File: config.mk
export PLATFORM = sky130hd
export DESIGN_NAME = html_entity_escape
export DESIGN_NICKNAME = d
export VERILOG_FILES = /design/src/design/hee_pkg.sv /design/src/design/hee_front.sv /design/src/design/hee_queue.sv /design/src/design/hee_back.sv /design/src/design/html_entity_escape.sv
export SDC_FILE = /design/constraint.sdc
export NUM_CORES = 1
export LEC_CHECK = 0
export BUFFER_PORTS_ARGS = -buffer_cell sky130_fd_sc_hd__buf_2
export CAP_MARGIN = 20
export CORE_UTILIZATION = 45
export DETAILED_ROUTE_END_ITERATION = 10
export PLACE_DENSITY = 0.66
export REMOVE_ABC_BUFFERS = 1
export SYNTH_ARGS = -nofsm -noshare
export SYNTH_HDL_FRONTEND = slang
export SYNTH_SLANG_ARGS = --single-unit
File: constraint.sdc
create_clock -name i_clk -period 4.4 [get_ports i_clk]
set_clock_uncertainty 0.1 [all_clocks]
set_input_delay 0.66 -clock i_clk [delete_from_list [all_inputs] [get_ports i_clk]]
set_output_delay 0.66 -clock i_clk [all_outputs]
set_load 0.02 [all_outputs]
File: src/design/hee_pkg.sv
// ---------------------------------------------------------------------------
// hee_pkg
// Types, constants and entity lookup tables for the HTML escaper.
// ---------------------------------------------------------------------------
`default_nettype none

package hee_pkg;

    // queue between classifier and expander
    localparam int Q_DEPTH = 4;
    localparam int Q_AW    = $clog2(Q_DEPTH);
    localparam int Q_CW    = $clog2(Q_DEPTH + 1);

    // index into an entity, longest is six bytes
    localparam int IDX_W = 3;

    // special input bytes
    localparam logic [7:0] CH_LT   = 8'h3C;
    localparam logic [7:0] CH_GT   = 8'h3E;
    localparam logic [7:0] CH_AMP  = 8'h26;
    localparam logic [7:0] CH_QUOT = 8'h22;
    localparam logic [7:0] CH_APOS = 8'h27;

    // class of one input byte
    typedef enum logic [2:0] {
        KIND_PLAIN,
        KIND_LT,
        KIND_GT,
        KIND_AMP,
        KIND_QUOT,
        KIND_APOS
    } t_kind;

    // one classified request in the queue
    typedef struct packed {
        t_kind      kind;
        logic [7:0] raw;
        logic       eos;
    } t_entry;

    // queue head as seen by the expander
    typedef struct packed {
        logic   valid;
        t_entry entry;
    } t_head;

    // byte classification
    function automatic t_kind classify(input logic [7:0] ch);
        t_kind k;
        case (ch)
            CH_LT:   k = KIND_LT;
            CH_GT:   k = KIND_GT;
            CH_AMP:  k = KIND_AMP;
            CH_QUOT: k = KIND_QUOT;
            CH_APOS: k = KIND_APOS;
            default: k = KIND_PLAIN;
        endcase
        return k;
    endfunction

    // number of output bytes for a class
    function automatic logic [IDX_W-1:0] ent_len(input t_kind kind);
        logic [IDX_W-1:0] n;
        case (kind)
            KIND_LT:   n = IDX_W'(4);
            KIND_GT:   n = IDX_W'(4);
            KIND_AMP:  n = IDX_W'(5);
            KIND_QUOT: n = IDX_W'(6);
            KIND_APOS: n = IDX_W'(5);
            default:   n = IDX_W'(1);
        endcase
        return n;
    endfunction

    // output byte at position idx of the expansion
    function automatic logic [7:0] ent_char(input t_kind kind,
                                            input logic [IDX_W-1:0] idx,
                                            input logic [7:0] raw);
        logic [7:0] c;
        c = 8'h3B; // ';' closes every entity
        if (idx == '0) begin
            c = (kind == KIND_PLAIN) ? raw : CH_AMP;
        end else begin
            case (kind)
                KIND_LT: begin
                    case (idx)
                        IDX_W'(1): c = 8'h6C; // l
                        IDX_W'(2): c = 8'h74; // t
                        default:   c = 8'h3B;
                    endcase
                end
                KIND_GT: begin
                    case (idx)
                        IDX_W'(1): c = 8'h67; // g
                        IDX_W'(2): c = 8'h74; // t
                        default:   c = 8'h3B;
                    endcase
                end
                KIND_AMP: begin
                    case (idx)
                        IDX_W'(1): c = 8'h61; // a
                        IDX_W'(2): c = 8'h6D; // m
                        IDX_W'(3): c = 8'h70; // p
                        default:   c = 8'h3B;
                    endcase
                end
                KIND_QUOT: begin
                    case (idx)
                        IDX_W'(1): c = 8'h71; // q
                        IDX_W'(2): c = 8'h75; // u
                        IDX_W'(3): c = 8'h6F; // o
                        IDX_W'(4): c = 8'h74; // t
                        default:   c = 8'h3B;
                    endcase
                end
                KIND_APOS: begin
                    case (idx)
                        IDX_W'(1): c = 8'h23; // #
                        IDX_W'(2): c = 8'h33; // 3
                        IDX_W'(3): c = 8'h39; // 9
                        default:   c = 8'h3B;
                    endcase
                end
                default: c = raw;
            endcase
        end
        return c;
    endfunction

endpackage

`default_nettype wire

File: src/design/hee_front.sv
// ---------------------------------------------------------------------------
// hee_front
// Input side: takes requests from the push port and tags each byte with
// its escape class before it goes into the queue.
// ---------------------------------------------------------------------------
`default_nettype none

module hee_front (
    input  wire logic          push,
    output logic               full,
    input  wire logic [7:0]    i_in_char,
    input  wire logic          i_end_of_string,
    input  wire logic          i_q_full,
    output logic               o_q_wr,
    output hee_pkg::t_entry    o_q_entry
);
    import hee_pkg::*;

    // handshake toward the upstream side
    assign full   = i_q_full;
    assign o_q_wr = push & ~i_q_full;

    // classify the byte
    always_comb begin
        o_q_entry.kind = classify(i_in_char);
        o_q_entry.raw  = i_in_char;
        o_q_entry.eos  = i_end_of_string;
    end

endmodule

`default_nettype wire

File: src/design/hee_queue.sv
// ---------------------------------------------------------------------------
// hee_queue
// Short request queue between classifier and expander so that either side
// can stall without holding up the other.
// ---------------------------------------------------------------------------
`default_nettype none

module hee_queue (
    input  wire logic          i_clk,
    input  wire logic          i_rst_n,
    input  wire logic          i_wr,
    input  wire hee_pkg::t_entry i_entry,
    output logic               o_full,
    output hee_pkg::t_head     o_head,
    input  wire logic          i_rd
);
    import hee_pkg::*;

    t_entry           r_mem [Q_DEPTH];
    logic [Q_AW-1:0]  r_wr_ptr, n_wr_ptr;
    logic [Q_AW-1:0]  r_rd_ptr, n_rd_ptr;
    logic [Q_CW-1:0]  r_count, n_count;
    logic             rd_ok;

    // status
    assign o_full       = (r_count == Q_CW'(Q_DEPTH));
    assign o_head.valid = (r_count != '0);
    assign o_head.entry = r_mem[r_rd_ptr];
    assign rd_ok        = i_rd & o_head.valid;

    // pointer and count update
    always_comb begin
        n_wr_ptr = i_wr  ? Q_AW'(r_wr_ptr + 1'b1) : r_wr_ptr;
        n_rd_ptr = rd_ok ? Q_AW'(r_rd_ptr + 1'b1) : r_rd_ptr;
        n_count  = r_count;
        if (i_wr && !rd_ok) begin
            n_count = Q_CW'(r_count + 1'b1);
        end else if (!i_wr && rd_ok) begin
            n_count = Q_CW'(r_count - 1'b1);
        end
    end

    always_ff @(posedge i_clk) begin
        if (!i_rst_n) begin
            r_wr_ptr <= '0;
            r_rd_ptr <= '0;
            r_count  <= '0;
        end else begin
            r_wr_ptr <= n_wr_ptr;
            r_rd_ptr <= n_rd_ptr;
            r_count  <= n_count;
        end
    end

    // storage
    always_ff @(posedge i_clk) begin
        if (i_wr) begin
            r_mem[r_wr_ptr] <= i_entry;
        end
    end

endmodule

`default_nettype wire

File: src/design/hee_back.sv
// ---------------------------------------------------------------------------
// hee_back
// Output side: walks each queued request through its expansion into an
// output register that the pop port drains, one byte per cycle unless a held byte is not popped.
// ---------------------------------------------------------------------------
`default_nettype none

module hee_back (
    input  wire logic          i_clk,
    input  wire logic          i_rst_n,
    input  wire hee_pkg::t_head i_head,
    output logic               o_q_rd,
    output logic               empty,
    input  wire logic          pop,
    output logic [7:0]         o_out_char,
    output logic               o_run_last,
    output logic               o_string_last
);
    import hee_pkg::*;

    logic [IDX_W-1:0] r_idx, n_idx;
    logic             r_valid, n_valid;
    logic [7:0]       r_char;
    logic             r_run_last;
    logic             r_str_last;
    logic             load;
    logic             last;
    logic [7:0]       next_char;

    // current byte of the head request
    assign last      = (r_idx == IDX_W'(ent_len(i_head.entry.kind) - 1'b1));
    assign next_char = ent_char(i_head.entry.kind, r_idx, i_head.entry.raw);

    // output register free or being drained this cycle
    assign load   = i_head.valid & (~r_valid | pop);
    assign o_q_rd = load & last;

    // control next state
    always_comb begin
        n_idx   = r_idx;
        n_valid = r_valid;
        if (load) begin
            n_valid = 1'b1;
            n_idx   = last ? '0 : IDX_W'(r_idx + 1'b1);
        end else if (pop) begin
            n_valid = 1'b0;
        end
    end

    always_ff @(posedge i_clk) begin
        if (!i_rst_n) begin
            r_idx   <= '0;
            r_valid <= 1'b0;
        end else begin
            r_idx   <= n_idx;
            r_valid <= n_valid;
        end
    end

    // output payload
    always_ff @(posedge i_clk) begin
        if (load) begin
            r_char     <= next_char;
            r_run_last <= last;
            r_str_last <= last & i_head.entry.eos;
        end
    end

    assign empty         = ~r_valid;
    assign o_out_char    = r_char;
    assign o_run_last    = r_run_last;
    assign o_string_last = r_str_last;

endmodule

`default_nettype wire

File: src/design/html_entity_escape.sv
// ---------------------------------------------------------------------------
// html_entity_escape
// Streaming HTML escaper, one text byte in, one escaped byte out per cycle unless stalled.
// ---------------------------------------------------------------------------
// Each pushed byte leaves as one result, except '<', '>', '&', the double
// quote and the apostrophe, which leave as "&lt;", "&gt;", "&amp;", "&quot;"
// and "&#39;" (four to six results). The expander emits one output byte per
// cycle while the output is drained, so plain text flows at one byte per
// cycle and an entity byte holds the output side until all its characters
// are out; a four-entry request queue keeps accepting input meanwhile, and
// full rises only when it fills. A result is written into the request queue
// and then into the output register before it shows on the output. run_last
// marks the final byte of each input byte's expansion and string_last marks
// it when that input carried end_of_string.
// ---------------------------------------------------------------------------
`default_nettype none

module html_entity_escape (
    input  wire logic       i_clk,
    input  wire logic       i_rst_n,
    input  wire logic       push,
    output logic            full,
    input  wire logic [7:0] i_in_char,
    input  wire logic       i_end_of_string,
    output logic            empty,
    input  wire logic       pop,
    output logic [7:0]      o_out_char,
    output logic            o_run_last,
    output logic            o_string_last
);
    import hee_pkg::*;

    logic   q_wr;
    logic   q_full;
    logic   q_rd;
    t_entry q_entry;
    t_head  q_head;

    // classifier
    hee_front u_front (
        .push            (push),
        .full            (full),
        .i_in_char       (i_in_char),
        .i_end_of_string (i_end_of_string),
        .i_q_full        (q_full),
        .o_q_wr          (q_wr),
        .o_q_entry       (q_entry)
    );

    // request queue
    hee_queue u_queue (
        .i_clk   (i_clk),
        .i_rst_n (i_rst_n),
        .i_wr    (q_wr),
        .i_entry (q_entry),
        .o_full  (q_full),
        .o_head  (q_head),
        .i_rd    (q_rd)
    );

    // expander
    hee_back u_back (
        .i_clk         (i_clk),
        .i_rst_n       (i_rst_n),
        .i_head        (q_head),
        .o_q_rd        (q_rd),
        .empty         (empty),
        .pop           (pop),
        .o_out_char    (o_out_char),
        .o_run_last    (o_run_last),
        .o_string_last (o_string_last)
    );

endmodule

`default_nettype wire

==> impl_metrics.yaml <==
floorplan:
  rows: 31
  die_x_um: 90.6
  die_y_um: 90.6
  dieArea_um2: 8200
  io_pins: 25
  start_util_pct: 47.6
  core_um2: 7410
synth:
  synth-warning-count: 0
  synth_edf_count: 58
  yosysSeqAreaShare_pct: 56.7
  synth.distinct_cells: 51
  syn-mean-instance-area_um2: 12.8
  synth-seq-cells: 71
  synth_area_um2: 3530
  synth_flop_cell: "edfxtp_1"
  ys_async_sr_fraction_pct: 0
  synthCells: 275
timing:
  fin_ws_ns: 0.813
  slew-limit-headroom_pct: 45.2
  setup_viol: 0
  final.setup.tns_ns: 0
  finalMaxSlewViolations: 0
  rsz0062_at_grt: "no"
  fin_crit_ns: 3.59
  finalCritPeriodShare_pct: 81.5
  hold_viol: 0
  worst_pin_slew_ns: 0.811
  max_freq_mhz: 279
clock_network:
  clk_latency_ns: 0.35
  cts_resized: 0
  cts_sinks: 71
  clockBufferDepth: 2
  numCtsBuffers: 9
  path_clk_slew_ns: 0.08
  cts_tree: "yes"
  cts_setup_buffers: 0
  cts_hold_buffers: 0
  cts_root_buf: "clkbuf_8"
  h-tree-depth: 3
detailed_routing:
  route.final.wire_length_mm: 6.35
  ant_nets: 0
  first_iter_violations: 121
  wl_per_cell_um: 15.9
  drc_errors: 0
  firstDrtPassIters: 4
  num_vias: 2223
  vias_per_cell: 5.56
pwr:
  p_leak_nw: 1.34
  p_per_area_nw_per_um2: 624
  p_total_mw: 2.43
  ir_drop_mv: 0.219
setup_path:
  r2r_cells: 12
  cpLargestDelayFamily: "compound AO/OA/AOI/OAI gates"
  cp_max_fo: 24
  reg2reg_setup_slack_ns: 0.81
  worst_path_max_delay_cell: "mux4_2"
  crit_chain: "buf_4 -> mux4_2 -> and4b_1 -> a211oi_2 -> a311oi_4 -> inv_1 -> ha_1 -> inv_1 -> fa_1 -> xor2_1 -> or3_1 -> a21oi_1"
  start_kind: "flip-flop"
  reg2reg_to: "u_queue.r_count[2]"
  crit_path_frequent_cell: "inv_1"
  required_ns: 4.59
  end_kind: "flip-flop"
  critical_path_class: "reg2reg"
  worst-path-buf-inv: 3
  worstPathArrival_ns: 3.77
  cpPeakStageDelay_ns: 0.56
cells_and_area:
  fin_area_um2: 3900
  layout_common_cells: "58 x edfxtp_1, 24 x buf_2, 19 x nor2_1, 17 x a21oi_1, 16 x inv_1"
  syn_to_final_growth_pct: 10.5
  final_nets: 320
  fin_util_pct: 52.6
  n_antenna_cell: 0
  drive_gt1_share_pct: 19.9
  layout_commonest_cell: "edfxtp_1"
global_route:
  grt_pass1_wl_mm: 10.6
  antenna_found_initial: 0
  grt_max_degree: 26
  grt_usage_pct: 16.9
  grt.overflow.total: 0
  grt_pass1_vias: 2109
worst_hold_path:
  whs_endpoint: "u_back.r_valid"
  min_path_cells: 2
  min_from: "u_back.r_valid"
  hp-class: "reg2reg"
place:
  port_buffers: 24
  dp_slack_ns: 0.809
  post-dp-hpwl_mm: 4.27
  finalWeightedCongestion: 0.805
  placed_area_um2: 3710
status:
  status: "finished clean"
run:
  cap_violations: 0
==> kinds of logic (layout without fill, tap and decap cells) <==
kind of cell / after synthesis / count (layout) / synth area share (%)
mux: 18 / 18 / 9.71
flops: 71 / 71 / 56.7
compound gates: 59 / 59 / 11.5
buf+inv: 32 / 58 / 3.90
fa+ha+maj: 11 / 11 / 4.11
simple gates: 73 / 73 / 11.4
xor+xnor: 11 / 11 / 2.73
==> metal layers <==
metal / part of all wire [%] / routed length (µm) / GRT usage (%) / vias to the layer above
li1: - / - / - / 1084
met1: 48 / 3030 / 22.8 / 1085
met2: 47 / 2980 / 25.9 / 44
met3: 3.6 / 228 / 4.46 / 10
met4: 1.6 / 101 / 6.85 / 0
met5: 0 / 0 / 0 / -
==> Yosys cell counts (all sizes together), types with 2 or more instances <==
cell     n  area, µm²
o32a     2       20.0
or3      4       25.0
a21o     3       22.5
o21ai   12       60.1
or2      2       12.5
a31oi    7       43.8
o32ai    3       26.3
edfxtp  58       1740
nor3b    6       45.0
nand2   14       52.6
xnor2    3       26.3
inv     16       60.1
mux4    13        293
ha      10        125
nor4b    2       32.5
xor2     8       70.1
buf      5       36.3
mux2i    5       50.1
a21oi   17       85.1
dfxtp   13        260
clkbuf  11       41.3
nand3    2       10.0
nand4    2       12.5
o21bai   2       15.0
nor2    19       71.3
nor3     6       30.0
a211oi   4       35.0
nor2b    4       25.0
and2     6       37.5
==> power breakdown <==
group          total (mW)  switching (mW)  internal [mW]
logic               0.980           0.587          0.393
clock network       0.488           0.272          0.216
registers           0.966          0.0710          0.895
==> per-stage QoR <==
| stage | std cells | hold slack, ns |
|---|---|---|
| 2_1_floorplan | 259 | 0.346 |
| 3_5_place_dp | 384 | 0.373 |
| 6_report | 400 | 0.384 |
| 4_1_cts | 400 | 0.385 |
| 3_3_place_gp | 384 | 0.358 |
| 5_1_grt | 400 | 0.422 |
==> worst min-delay path, stage by stage (launching register included) <==
cell,delay [ns]
dfxtp_1,0.33
nand2_1,0.06
a21oi_1,0.05
==> layout make-up <==
| type | instances | area [µm²] |
|---|---|---|
| multi-input cells | 172 | 1390 |
| fillers | 633 | 3510 |
| clock inverters | 7 | 63.8 |
| flip-flops and latches | 71 | 2000 |
| clock buffers | 9 | 124 |
| well taps | 99 | 124 |
| inverters | 16 | 60.1 |
| repair buffers | 26 | 135 |
==> sequential cells by signal, indices dropped and copies added (netlist names), named ones only <==
name,count
u_queue.r_wr_ptr,2
u_back.r_valid,1
u_back.o_out_char,8
u_queue.r_count,3
u_queue.r_mem,48
u_back.r_idx,3
u_back.o_run_last,1
u_back.o_string_last,1
u_queue.r_rd_ptr,2
==> worst max path at each step <==
stage / startpoint / endpoint / cells past startpoint
finish: flip-flop / u_queue.r_count[2] / 12
global route: flip-flop / u_queue.r_count[2] / 12
CTS: flip-flop / u_queue.r_count[2] / 12
detailed placement: flip-flop / u_queue.r_count[2] / 12
global placement: flip-flop / u_queue.r_count[2] / 12
floorplan: flip-flop / u_queue.r_count[2] / 11
No activity file was read; power rests on OpenSTA's default activity.
